## src/tvjq_pkg.sv

```systemverilog
// Package for the timed valve job queue: widths, codes and shared types.
// No dependencies.
package tvjq_pkg;

   localparam int QueueSlotsDefault = 16;
   localparam int FactorWidth       = 12;
   localparam int TimeWidth         = 32;
   localparam int MinutesWidth      = 11;
   localparam int LineWidth         = 4;
   localparam int CsrIndexWidth     = 1;
   localparam logic [TimeWidth-1:0] SecondsPerDay = 32'd86400;
   localparam logic [5:0] SecondsPerMinute = 6'd60;
   localparam logic [FactorWidth-1:0] MaxFactorReset      = 12'd512;
   localparam logic [FactorWidth-1:0] TomorrowFactorReset = 12'd256;

   typedef enum logic [1:0] {
      JOB_NEW     = 2'd0,
      JOB_DELAYED = 2'd1,
      JOB_RUN     = 2'd2,
      JOB_OFF     = 2'd3
   } job_state_type;

   typedef enum logic [1:0] {
      ACT_NONE  = 2'd0,
      ACT_OPEN  = 2'd1,
      ACT_CLOSE = 2'd2
   } line_action_type;

   typedef enum logic [0:0] {
      OP_PUSH = 1'b0,
      OP_TICK = 1'b1
   } opcode_type;

   typedef enum logic [CsrIndexWidth-1:0] {
      CSR_MAX_FACTOR      = 1'b0,
      CSR_TOMORROW_FACTOR = 1'b1
   } csr_index_type;

   typedef struct packed {
      logic [TimeWidth-1:0] start;
      logic [TimeWidth-1:0] stop;
      logic [LineWidth-1:0] line;
      job_state_type        state;
   } job_type;

   typedef struct packed {
      logic                   opcode;
      logic [TimeWidth-1:0]   now_seconds;
      logic [2:0]             weekday;
      logic [6:0]             run_days;
      logic [MinutesWidth-1:0] duration_minutes;
      logic [LineWidth-1:0]   output_line;
      logic [FactorWidth-1:0] drift_factor;
      logic                   line_busy;
   } req_type;

   typedef struct packed {
      logic [1:0]           line_action;
      logic [LineWidth-1:0] action_line;
      logic [1:0]           jobs_added;
      logic [3:0]           queue_count;
   } rsp_type;

endpackage

```

## src/tvjq_req_if.sv

```systemverilog
// Valid/ready channel carrying one request word.
// Depends on tvjq_pkg.
interface tvjq_req_if;
   import tvjq_pkg::*;
   logic    valid;
   logic    ready;
   req_type data;
   modport source (output valid, output data, input ready);
   modport sink   (input valid, input data, output ready);
endinterface

```

## src/tvjq_rsp_if.sv

```systemverilog
// Valid/ready channel carrying one response word.
// Depends on tvjq_pkg.
interface tvjq_rsp_if;
   import tvjq_pkg::*;
   logic    valid;
   logic    ready;
   rsp_type data;
   modport source (output valid, output data, input ready);
   modport sink   (input valid, input data, output ready);
endinterface

```

## src/timed_valve_job_queue_unit.sv

```systemverilog
// Timed valve job queue: request/response channels, config port, sequencer.
// Depends on tvjq_pkg, tvjq_req_if, tvjq_rsp_if, tvjq_job_ram, tvjq_duration.
//
// Use: each request word is a push (enqueue up to two timed jobs) or a tick
// (scan jobs in order, act on the first due one, then purge off jobs). Every
// request gives exactly one response word with the line action, jobs added
// and the queue count afterwards.
// Sequence: a push goes from acceptance to the response register by feeding the
// two-stage duration multiplier, a settle step, two memory writes and the
// response load. A tick scans the jobs, then purges off jobs, then loads the
// response; scan and purge step through the jobs one at a time, set by the
// single read and write port of the job memory. The next request can be
// taken in the cycle after the response loads.
// One request is worked at a time; ready is high only while idle. A finished
// response waits in the output register while the receiver stalls; the block
// may take the next request meanwhile but holds its response until the
// register is free.
// Reset empties the queue (count zero) and loads the factor registers with
// 512 and 256; the job memory needs no clearing since only written entries
// are read. Configuration writes are taken at any time, never stalled.
module timed_valve_job_queue_unit #(
   parameter int QUEUE_SLOTS = tvjq_pkg::QueueSlotsDefault
) (
   input  logic                                  clock,
   input  logic                                  reset,
   tvjq_req_if.sink                              req,
   tvjq_rsp_if.source                            rsp,
   input  logic                                  csr_write_enable,
   input  logic [tvjq_pkg::CsrIndexWidth-1:0]    csr_index,
   input  logic [tvjq_pkg::FactorWidth-1:0]      csr_write_data
);
   import tvjq_pkg::*;

   localparam int AddrWidth  = $clog2(QUEUE_SLOTS);
   localparam int CountWidth = $clog2(QUEUE_SLOTS + 1);
   localparam logic [CountWidth-1:0] AddLimit = CountWidth'(QUEUE_SLOTS - 1);

   typedef enum logic [9:0] {
      ST_IDLE     = 10'b0000000001,
      ST_P_MUL    = 10'b0000000010,
      ST_P_WR1    = 10'b0000000100,
      ST_P_WR2    = 10'b0000001000,
      ST_S_RD     = 10'b0000010000,
      ST_S_CHK    = 10'b0000100000,
      ST_C_RD     = 10'b0001000000,
      ST_C_WR     = 10'b0010000000,
      ST_DONE     = 10'b0100000000,
      ST_P_WAIT   = 10'b1000000000
   } fsm_type;

   fsm_type fsm_ff, fsm_in;
   logic [FactorWidth-1:0] max_factor_ff, tomorrow_factor_ff;
   logic [CountWidth-1:0]  count_ff, count_in;
   req_type                req_ff, req_in;
   logic [1:0]             mul_cnt_ff, mul_cnt_in;
   logic [CountWidth-1:0]  ptr_ff, ptr_in;     // read pointer
   logic [CountWidth-1:0]  wptr_ff, wptr_in;   // compaction write pointer
   logic [TimeWidth-1:0]   dur_tom_ff, dur_tom_in;
   logic [TimeWidth-1:0]   dur_now_ff, dur_now_in;
   logic                   add_tom_ff, add_tom_in;
   logic [1:0]             added_ff, added_in;
   line_action_type        act_ff, act_in;
   logic [LineWidth-1:0]   act_line_ff, act_line_in;
   logic                   rsp_valid_ff, rsp_valid_in;
   rsp_type                rsp_data_ff, rsp_data_in;

   logic                   wr_en;
   logic [AddrWidth-1:0]   wr_addr, rd_addr;
   job_type                wr_data, rd_data;
   logic [MinutesWidth-1:0] mul_minutes;
   logic [FactorWidth-1:0]  mul_factor;
   logic [TimeWidth-1:0]    mul_seconds;

   logic [FactorWidth-1:0] eff_factor;
   logic                   too_big;
   logic [2:0]             wday_clamped, next_day;
   logic                   req_fire, rsp_fire;
   logic [TimeWidth-1:0]   tom_start;

   tvjq_job_ram #(.Depth(QUEUE_SLOTS)) u_ram (
      .clock   (clock),
      .wr_en   (wr_en),
      .wr_addr (wr_addr),
      .wr_data (wr_data),
      .rd_addr (rd_addr),
      .rd_data (rd_data)
   );

   tvjq_duration u_dur (
      .clock   (clock),
      .minutes (mul_minutes),
      .factor  (mul_factor),
      .seconds (mul_seconds)
   );

   assign req_fire  = req.valid && req.ready;
   assign rsp_fire  = rsp.valid && rsp.ready;
   assign req.ready = (fsm_ff == ST_IDLE);
   assign rsp.valid = rsp_valid_ff;
   assign rsp.data  = rsp_data_ff;

   // push decode from the held request
   assign too_big      = req_ff.drift_factor > max_factor_ff;
   assign eff_factor   = too_big ? max_factor_ff : req_ff.drift_factor;
   assign wday_clamped = (req_ff.weekday > 3'd6) ? 3'd6 : req_ff.weekday;
   assign next_day     = (wday_clamped == 3'd6) ? 3'd0 : wday_clamped + 3'd1;
   assign tom_start    = req_ff.now_seconds + SecondsPerDay;
   assign mul_minutes  = req_ff.duration_minutes;
   assign mul_factor   = (mul_cnt_ff == 2'd0) ? tomorrow_factor_ff : eff_factor;

   // configuration registers
   always_ff @(posedge clock) begin
      if (reset) begin
         max_factor_ff      <= MaxFactorReset;
         tomorrow_factor_ff <= TomorrowFactorReset;
      end else if (csr_write_enable) begin
         unique case (csr_index)
            CSR_MAX_FACTOR:      max_factor_ff      <= csr_write_data;
            CSR_TOMORROW_FACTOR: tomorrow_factor_ff <= csr_write_data;
            default: ;
         endcase
      end
   end

   // sequencer
   always_comb begin
      fsm_in       = fsm_ff;
      count_in     = count_ff;
      req_in       = req_ff;
      mul_cnt_in   = mul_cnt_ff;
      ptr_in       = ptr_ff;
      wptr_in      = wptr_ff;
      dur_tom_in   = dur_tom_ff;
      dur_now_in   = dur_now_ff;
      add_tom_in   = add_tom_ff;
      added_in     = added_ff;
      act_in       = act_ff;
      act_line_in  = act_line_ff;
      rsp_valid_in = rsp_valid_ff && !rsp_fire;
      rsp_data_in  = rsp_data_ff;
      wr_en        = 1'b0;
      wr_addr      = ptr_ff[AddrWidth-1:0];
      wr_data      = rd_data;
      rd_addr      = ptr_ff[AddrWidth-1:0];
      unique case (fsm_ff)
         ST_IDLE: begin
            if (req_fire) begin
               req_in      = req.data;
               added_in    = 2'd0;
               act_in      = ACT_NONE;
               act_line_in = '0;
               ptr_in      = '0;
               wptr_in     = '0;
               mul_cnt_in  = 2'd0;
               fsm_in      = (req.data.opcode == OP_TICK) ? ST_S_RD : ST_P_MUL;
            end
         end
         ST_P_MUL: begin
            // feed tomorrow factor then effective factor, collect each after both multiplier stages
            mul_cnt_in = mul_cnt_ff + 2'd1;
            if (mul_cnt_ff == 2'd2) dur_tom_in = mul_seconds;
            if (mul_cnt_ff == 2'd3) begin
               dur_now_in = mul_seconds;
               add_tom_in = too_big && !req_ff.run_days[next_day];
               fsm_in     = ST_P_WAIT;
            end
         end
         ST_P_WAIT: begin
            fsm_in = ST_P_WR1;
         end
         ST_P_WR1: begin
            // next-day job
            if (add_tom_ff && count_ff < AddLimit) begin
               wr_en          = 1'b1;
               wr_addr        = count_ff[AddrWidth-1:0];
               wr_data.start  = tom_start;
               wr_data.stop   = tom_start + dur_tom_ff;
               wr_data.line   = req_ff.output_line;
               wr_data.state  = JOB_NEW;
               count_in       = count_ff + 1'b1;
               added_in       = added_ff + 2'd1;
            end
            fsm_in = ST_P_WR2;
         end
         ST_P_WR2: begin
            // job for now
            if (eff_factor != '0 && count_ff < AddLimit) begin
               wr_en          = 1'b1;
               wr_addr        = count_ff[AddrWidth-1:0];
               wr_data.start  = req_ff.now_seconds;
               wr_data.stop   = req_ff.now_seconds + dur_now_ff;
               wr_data.line   = req_ff.output_line;
               wr_data.state  = JOB_NEW;
               count_in       = count_ff + 1'b1;
               added_in       = added_ff + 2'd1;
            end
            fsm_in = ST_DONE;
         end
         ST_S_RD: begin
            if (ptr_ff >= count_ff) begin
               ptr_in = '0;
               fsm_in = ST_C_RD;
            end else begin
               fsm_in = ST_S_CHK;
            end
         end
         ST_S_CHK: begin
            // examine one job; write back any change
            fsm_in = ST_S_RD;
            ptr_in = ptr_ff + 1'b1;
            if (rd_data.start <= req_ff.now_seconds) begin
               case (rd_data.state) inside
                  JOB_NEW, JOB_DELAYED: begin
                     if (!req_ff.line_busy) begin
                        wr_en         = 1'b1;
                        wr_data.stop  = rd_data.stop + (req_ff.now_seconds - rd_data.start);
                        wr_data.start = req_ff.now_seconds;
                        wr_data.state = JOB_RUN;
                        act_in        = ACT_OPEN;
                        act_line_in   = rd_data.line;
                        ptr_in        = '0;
                        fsm_in        = ST_C_RD;
                     end else if (rd_data.state == JOB_NEW) begin
                        wr_en         = 1'b1;
                        wr_data.state = JOB_DELAYED;
                     end
                  end
                  JOB_RUN: begin
                     if (rd_data.stop <= req_ff.now_seconds) begin
                        wr_en         = 1'b1;
                        wr_data.state = JOB_OFF;
                        act_in        = ACT_CLOSE;
                        act_line_in   = rd_data.line;
                        ptr_in        = '0;
                        fsm_in        = ST_C_RD;
                     end
                  end
                  default: ;
               endcase
            end
         end
         ST_C_RD: begin
            if (ptr_ff >= count_ff) begin
               count_in = wptr_ff;
               fsm_in   = ST_DONE;
            end else begin
               fsm_in = ST_C_WR;
            end
         end
         ST_C_WR: begin
            // keep live jobs, closing up the gaps
            wr_addr = wptr_ff[AddrWidth-1:0];
            if (rd_data.state != JOB_OFF) begin
               wr_en   = 1'b1;
               wptr_in = wptr_ff + 1'b1;
            end
            ptr_in = ptr_ff + 1'b1;
            fsm_in = ST_C_RD;
         end
         ST_DONE: begin
            if (!rsp_valid_ff || rsp_fire) begin
               rsp_valid_in            = 1'b1;
               rsp_data_in.line_action = act_ff;
               rsp_data_in.action_line = act_line_ff;
               rsp_data_in.jobs_added  = added_ff;
               rsp_data_in.queue_count = 4'(count_ff);
               fsm_in                  = ST_IDLE;
            end
         end
         default: fsm_in = ST_IDLE;
      endcase
   end

   // control registers
   always_ff @(posedge clock) begin
      if (reset) begin
         fsm_ff       <= ST_IDLE;
         count_ff     <= '0;
         rsp_valid_ff <= 1'b0;
      end else begin
         fsm_ff       <= fsm_in;
         count_ff     <= count_in;
         rsp_valid_ff <= rsp_valid_in;
      end
   end

   // payload registers
   always_ff @(posedge clock) begin
      req_ff      <= req_in;
      mul_cnt_ff  <= mul_cnt_in;
      ptr_ff      <= ptr_in;
      wptr_ff     <= wptr_in;
      dur_tom_ff  <= dur_tom_in;
      dur_now_ff  <= dur_now_in;
      add_tom_ff  <= add_tom_in;
      added_ff    <= added_in;
      act_ff      <= act_in;
      act_line_ff <= act_line_in;
      rsp_data_ff <= rsp_data_in;
   end

   // queue never passes its add limit
   assert property (@(posedge clock) disable iff (reset) count_ff <= AddLimit)
      else $error("queue count beyond limit");

   // each push write step adds at most one job to the count
   assert property (@(posedge clock) disable iff (reset)
      (fsm_ff == ST_P_WR1 || fsm_ff == ST_P_WR2) |=> count_ff <= $past(count_ff) + 1'b1)
      else $error("push step added more than one job");

   // a stalled response stays valid and unchanged
   assert property (@(posedge clock) disable iff (reset)
      rsp_valid_ff && !rsp.ready |=> rsp_valid_ff && $stable(rsp_data_ff))
      else $error("stalled response lost");

   // compaction write pointer never overtakes the read pointer
   assert property (@(posedge clock) disable iff (reset)
      (fsm_ff == ST_C_RD || fsm_ff == ST_C_WR) |-> wptr_ff <= ptr_ff)
      else $error("compaction pointers crossed");
endmodule

```

## src/tvjq_job_ram.sv

```systemverilog
// Job store: one synchronous memory, one write and one read port, registered read.
// Depends on tvjq_pkg.
module tvjq_job_ram #(
   parameter int Depth = 16
) (
   input  logic                          clock,
   input  logic                          wr_en,
   input  logic [$clog2(Depth)-1:0]      wr_addr,
   input  tvjq_pkg::job_type             wr_data,
   input  logic [$clog2(Depth)-1:0]      rd_addr,
   output tvjq_pkg::job_type             rd_data
);
   import tvjq_pkg::*;

   job_type mem [Depth];
   job_type rd_data_ff;

   // write and registered read
   always_ff @(posedge clock) begin
      if (wr_en) begin
         mem[wr_addr] <= wr_data;
      end
      rd_data_ff <= mem[rd_addr];
   end

   assign rd_data = rd_data_ff;
endmodule

```

## src/tvjq_duration.sv

```systemverilog
// Duration scaler: minutes * 60 * factor / 256 over two registered stages.
// Depends on tvjq_pkg.
module tvjq_duration (
   input  logic                                  clock,
   input  logic [tvjq_pkg::MinutesWidth-1:0]     minutes,
   input  logic [tvjq_pkg::FactorWidth-1:0]      factor,
   output logic [tvjq_pkg::TimeWidth-1:0]        seconds
);
   import tvjq_pkg::*;

   logic [MinutesWidth+5:0]              secs_ff;
   logic [FactorWidth-1:0]               factor_ff;
   logic [MinutesWidth+FactorWidth+5:0]  prod_ff;

   // stage one: minutes to seconds; stage two: scale
   always_ff @(posedge clock) begin
      secs_ff   <= MinutesWidth'(minutes) * (MinutesWidth+6)'(SecondsPerMinute);
      factor_ff <= factor;
      prod_ff   <= (MinutesWidth+FactorWidth+6)'(secs_ff) *
                   (MinutesWidth+FactorWidth+6)'(factor_ff);
   end

   assign seconds = TimeWidth'(prod_ff >> 8);
endmodule

```

## src/flat_wrapper.sv

```systemverilog
// flat-port wrapper written by rule: the top's interface ports become plain ports
module timed_valve_job_queue_unit_flat import tvjq_pkg::*;
#(
   parameter int QUEUE_SLOTS = tvjq_pkg::QueueSlotsDefault
)
  (clock, reset, csr_write_enable, csr_index, csr_write_data, req_valid, req_data, req_ready, rsp_valid, rsp_data, rsp_ready);
  tvjq_req_if req_i ();
  tvjq_rsp_if rsp_i ();
  input  logic clock;
  input  logic reset;
  input  logic csr_write_enable;
  input  logic [tvjq_pkg::CsrIndexWidth-1:0] csr_index;
  input  logic [tvjq_pkg::FactorWidth-1:0] csr_write_data;
  input wire logic [$bits(req_i.valid)-1:0] req_valid;
  input wire logic [$bits(req_i.data)-1:0] req_data;
  output wire logic [$bits(req_i.ready)-1:0] req_ready;
  output wire logic [$bits(rsp_i.valid)-1:0] rsp_valid;
  output wire logic [$bits(rsp_i.data)-1:0] rsp_data;
  input wire logic [$bits(rsp_i.ready)-1:0] rsp_ready;
  assign req_i.valid = req_valid;
  assign req_i.data = req_data;
  assign req_ready = req_i.ready;
  assign rsp_valid = rsp_i.valid;
  assign rsp_data = rsp_i.data;
  assign rsp_i.ready = rsp_ready;
  timed_valve_job_queue_unit #(.QUEUE_SLOTS(QUEUE_SLOTS)) u_core (.clock(clock), .reset(reset), .req(req_i), .rsp(rsp_i), .csr_write_enable(csr_write_enable), .csr_index(csr_index), .csr_write_data(csr_write_data));
endmodule
```

## config.mk

```make
export PLATFORM = sky130hd
export DESIGN_NAME = timed_valve_job_queue_unit_flat
export DESIGN_NICKNAME = d
export VERILOG_FILES = /design/src/tvjq_pkg.sv /design/src/tvjq_req_if.sv /design/src/tvjq_rsp_if.sv /design/src/timed_valve_job_queue_unit.sv /design/src/tvjq_job_ram.sv /design/src/tvjq_duration.sv /design/src/flat_wrapper.sv
export SDC_FILE = /design/constraint.sdc
export NUM_CORES = 2
export LEC_CHECK = 0
export BUFFER_PORTS_ARGS = -buffer_cell sky130_fd_sc_hd__buf_2
export CAP_MARGIN = 20
export CORE_ASPECT_RATIO = 2
export CORE_MARGIN = 2
export CORE_UTILIZATION = 40
export DETAILED_ROUTE_END_ITERATION = 10
export SLEW_MARGIN = 20
export SYNTH_ARGS = -nofsm -noshare
export SYNTH_HDL_FRONTEND = slang
export SYNTH_SLANG_ARGS = --single-unit
```

## constraint.sdc

```tcl
create_clock -name clock -period 25.1 [get_ports clock]
set_input_delay 2.51 -clock clock [delete_from_list [all_inputs] [get_ports clock]]
set_output_delay 2.51 -clock clock [all_outputs]
set_load 0.01 [all_outputs]
```

==> metrics.yaml <==
logic_synthesis:
  yosysTopAreaCell: "edfxtp_1"
  synth.ff_latch_count: 1423
  ys.warnings.count: 0
  synth_area_per_cell_um2: 15.79
  synth_compound_area_share_pct: 5.667
  synth_top_family_by_area: "multiplexers"
  ys_seq_area_share_pct: 61.90
  syn-num-nets: 4722
  yosysMostFrequentCell: "edfxtp_1"
  synthMuxAreaShare_pct: 12.03
  yosys.area_share.simple_pct: 5.724
  synth_cell_type_count: 89
  synth_xor_area_share_pct: 1.858
  synthFlopType: "edfxtp_1"
  synthTopCellsByArea: "edfxtp_1, mux4_2, fa_1"
  synth_top_area_share_pct: 57.15
  synth_fa_ha_area_share_pct: 10.01
  synthesis.area_mm2: 0.06647
  synth_edf_count: 1265
  post_synth_inst_count: 4210
  yosys-top-cells-count: "edfxtp_1, mux4_2, inv_1, nand2_1, ha_1"
  async_flop_share_pct: 0
grt:
  grt_pass1_wl_um: 268100
  grt_max_degree: 127
  grt_use_total_pct: 21.81
  overflow: 0
  antenna_found_initial: 14
  grt_pass1_vias: 39710
finish:
  final_layout_size_suffix_gt1_share_pct: 18.27
  nets: 4895
  num-fill-cells: 14250
  syn_to_final_growth_pct: 11.94
  fin_area_mm2: 0.07441
floorplan:
  die_area_mm2: 0.1697
  die_w_um: 292.3
  fp.dieH_um: 580.5
  initial_core_util_pct: 40.29
  core_mm2: 0.1650
  ioPinCount: 103
  num_rows: 211
worst_setup_path:
  crit_family: "simple AND/OR/NAND/NOR gates"
  worstSetupStartpointType: "flip-flop"
  end_kind: "flip-flop"
  crit_slowest_cell: "nor4_1"
  cp.arrival_ns: 6.40
  cp_common_cell: "buf_4"
  cpPeakStageDelay_ns: 0.93
  crit_required_ns: 25.50
  crit_chain: "inv_1 > ha_1 > nand4_1 > nor4_1 > nand2_1 > a211oi_1 > nand2b_1 > nand4_1 > buf_4 > a21boi_2 > nor4_2 > buf_4 > buf_4"
  path_buf_inv: 4
  worst-setup-path-type: "reg -> reg"
  critPathMaxFanout: 49
cts:
  cts_root_buf: "clkbuf_16"
  cts_buffer_depth: 3
  path_clk_slew_ns: 0.07
  post-cts-setup-buffers: 0
  cts_sinks: 1423
  cts_buffers: 118
  hold_buffers: 0
  cts_tree: "done"
  clock_latency_ns: 0.79
  htree_levels: 3
  cts_resized: 0
timing:
  period_share_pct: 23.93
  fmax_ghz: 0.1665
  worst_pin_slew_ns: 1.183
  finalMaxSlewViolations: 0
  fin_skew_ns: 0.08412
  hold_violations: 0
  maxSlewHeadroom_pct: 20.62
  grt_setup_unrepaired: "no"
  final.setup.worst_slack_ns: 19.09
  finalSetupTns_ns: 0
  min_period_ns: 6.006
  finalSetupViolCount: 0
placed_design:
  place_ws_ns: 19.11
  hpwl_um: 125500
  io_buffers: 102
  dpl-instance-area_mm2: 0.06999
  gp_congestion: 0.9655
detailed_routing:
  avgViaCountPerCell: 5.673
  first_pass_iters: 5
  routed_wl_um: 184700
  vias: 37600
  drtIter0Drc: 2682
  wl_per_cell_um: 27.87
  drc: 0
  antenna_left: 0
pwr:
  powerDensity_mw_per_mm2: 133.7
  fin_total_pwr_mw: 9.947
  power.leakage_nw: 26.00
  ir_drop_uv: 99.95
run_status:
  status: "finished, final reports clean"
min_path:
  hp-class: "reg -> reg"
flow_run:
  maxCapViolCount: 0
layer usage:
layer / vias to the layer above / GRT usage [%] / share of wire, %
li1: 16390 / - / -
met1: 19590 / 23.11 / 34
met2: 1175 / 41.35 / 55
met3: 446 / 2.510 / 4.1
met4: 0 / 12.50 / 6.5
met5: - / 0 / 0
worst paths after layout:
kind,cells past startpoint,from,slack (ns),to
worst min-delay path,0,u_core.u_dur.prod_ff[26]$_DFF_P_,0.41,u_core.dur_tom_ff[18]$_DFFE_PP_
worst max-delay path,13,u_core.req_ff[69]$_DFFE_PP_,19.09,u_core.u_ram.mem[10][50]$_DFFE_PP_
worst min register to register,0,u_core.u_dur.prod_ff[26]$_DFF_P_,0.41,u_core.dur_tom_ff[18]$_DFFE_PP_
worst max register to register,13,u_core.req_ff[69]$_DFFE_PP_,19.09,u_core.u_ram.mem[10][50]$_DFFE_PP_
cell families after synthesis:
logic type      after synthesis
mux                         361
compound gates              567
simple gates                799
xor+xnor                    141
fa+ha+maj                   423
flops                      1423
buf+inv                     496
area by class of cell:
class / count / area, µm² / area share, %
antenna: 9 / 22.52 / 0.03027
clock inverter: 73 / 999.7 / 1.344
tap: 2130 / 2665 / 3.582
clock buffer: 153 / 3298 / 4.432
sequential: 1423 / 41150 / 55.30
timing repair buffer: 209 / 1360 / 1.828
multi-input combinational: 2291 / 23640 / 31.76
inverter: 340 / 1279 / 1.719
cell usage in the layout, fill, tap and decap left out, types with 98 or more instances in the layout:
master / synthesis / layout
edfxtp_1: 1265 / 1265
inv_1: 335 / 334
a21oi_1: 152 / 151
nand2_1: 321 / 321
fa_1: 181 / 181
ha_1: 242 / 242
clkbuf_16: 0 / 121
buf_4: 0 / 98
dfxtp_1: 158 / 158
nor2_1: 143 / 140
mux4_2: 350 / 350
xnor2_1: 107 / 107
buf_2: 4 / 103
state kept, by name, indices dropped and copies added, names as in the netlist, 10 cells and up:
signal,flops
u_core.dur_now_ff,21
u_core.dur_tom_ff,21
u_core.fsm_ff,10
u_core.max_factor_ff,12
u_core.mul_minutes,11
u_core.req_ff,59
u_core.rsp.data,12
u_core.tomorrow_factor_ff,12
u_core.u_dur.factor_ff,12
u_core.u_dur.prod_ff,21
u_core.u_dur.secs_ff,15
u_core.u_ram.mem,1120
u_core.u_ram.rd_data,70
report_power, final:
part           leakage [nW]  internal, mW  total [mW]  switching (mW)
combinational          11.2          1.90        4.60            2.71
clock                  2.06          1.12        2.00           0.889
sequential             12.7          3.06        3.34           0.282
per-stage QoR:
stage,cells,hold slack [ns],util (%)
final,6628,0.4133,45.10
after floorplan,4210,0.4003,-
after CTS,6612,0.4123,45.02
after global placement,6383,0.4049,42.41
after detailed placement,6386,0.4045,42.42
after global routing,6624,0.4298,45.09
(Power assumes the default switching activity.)
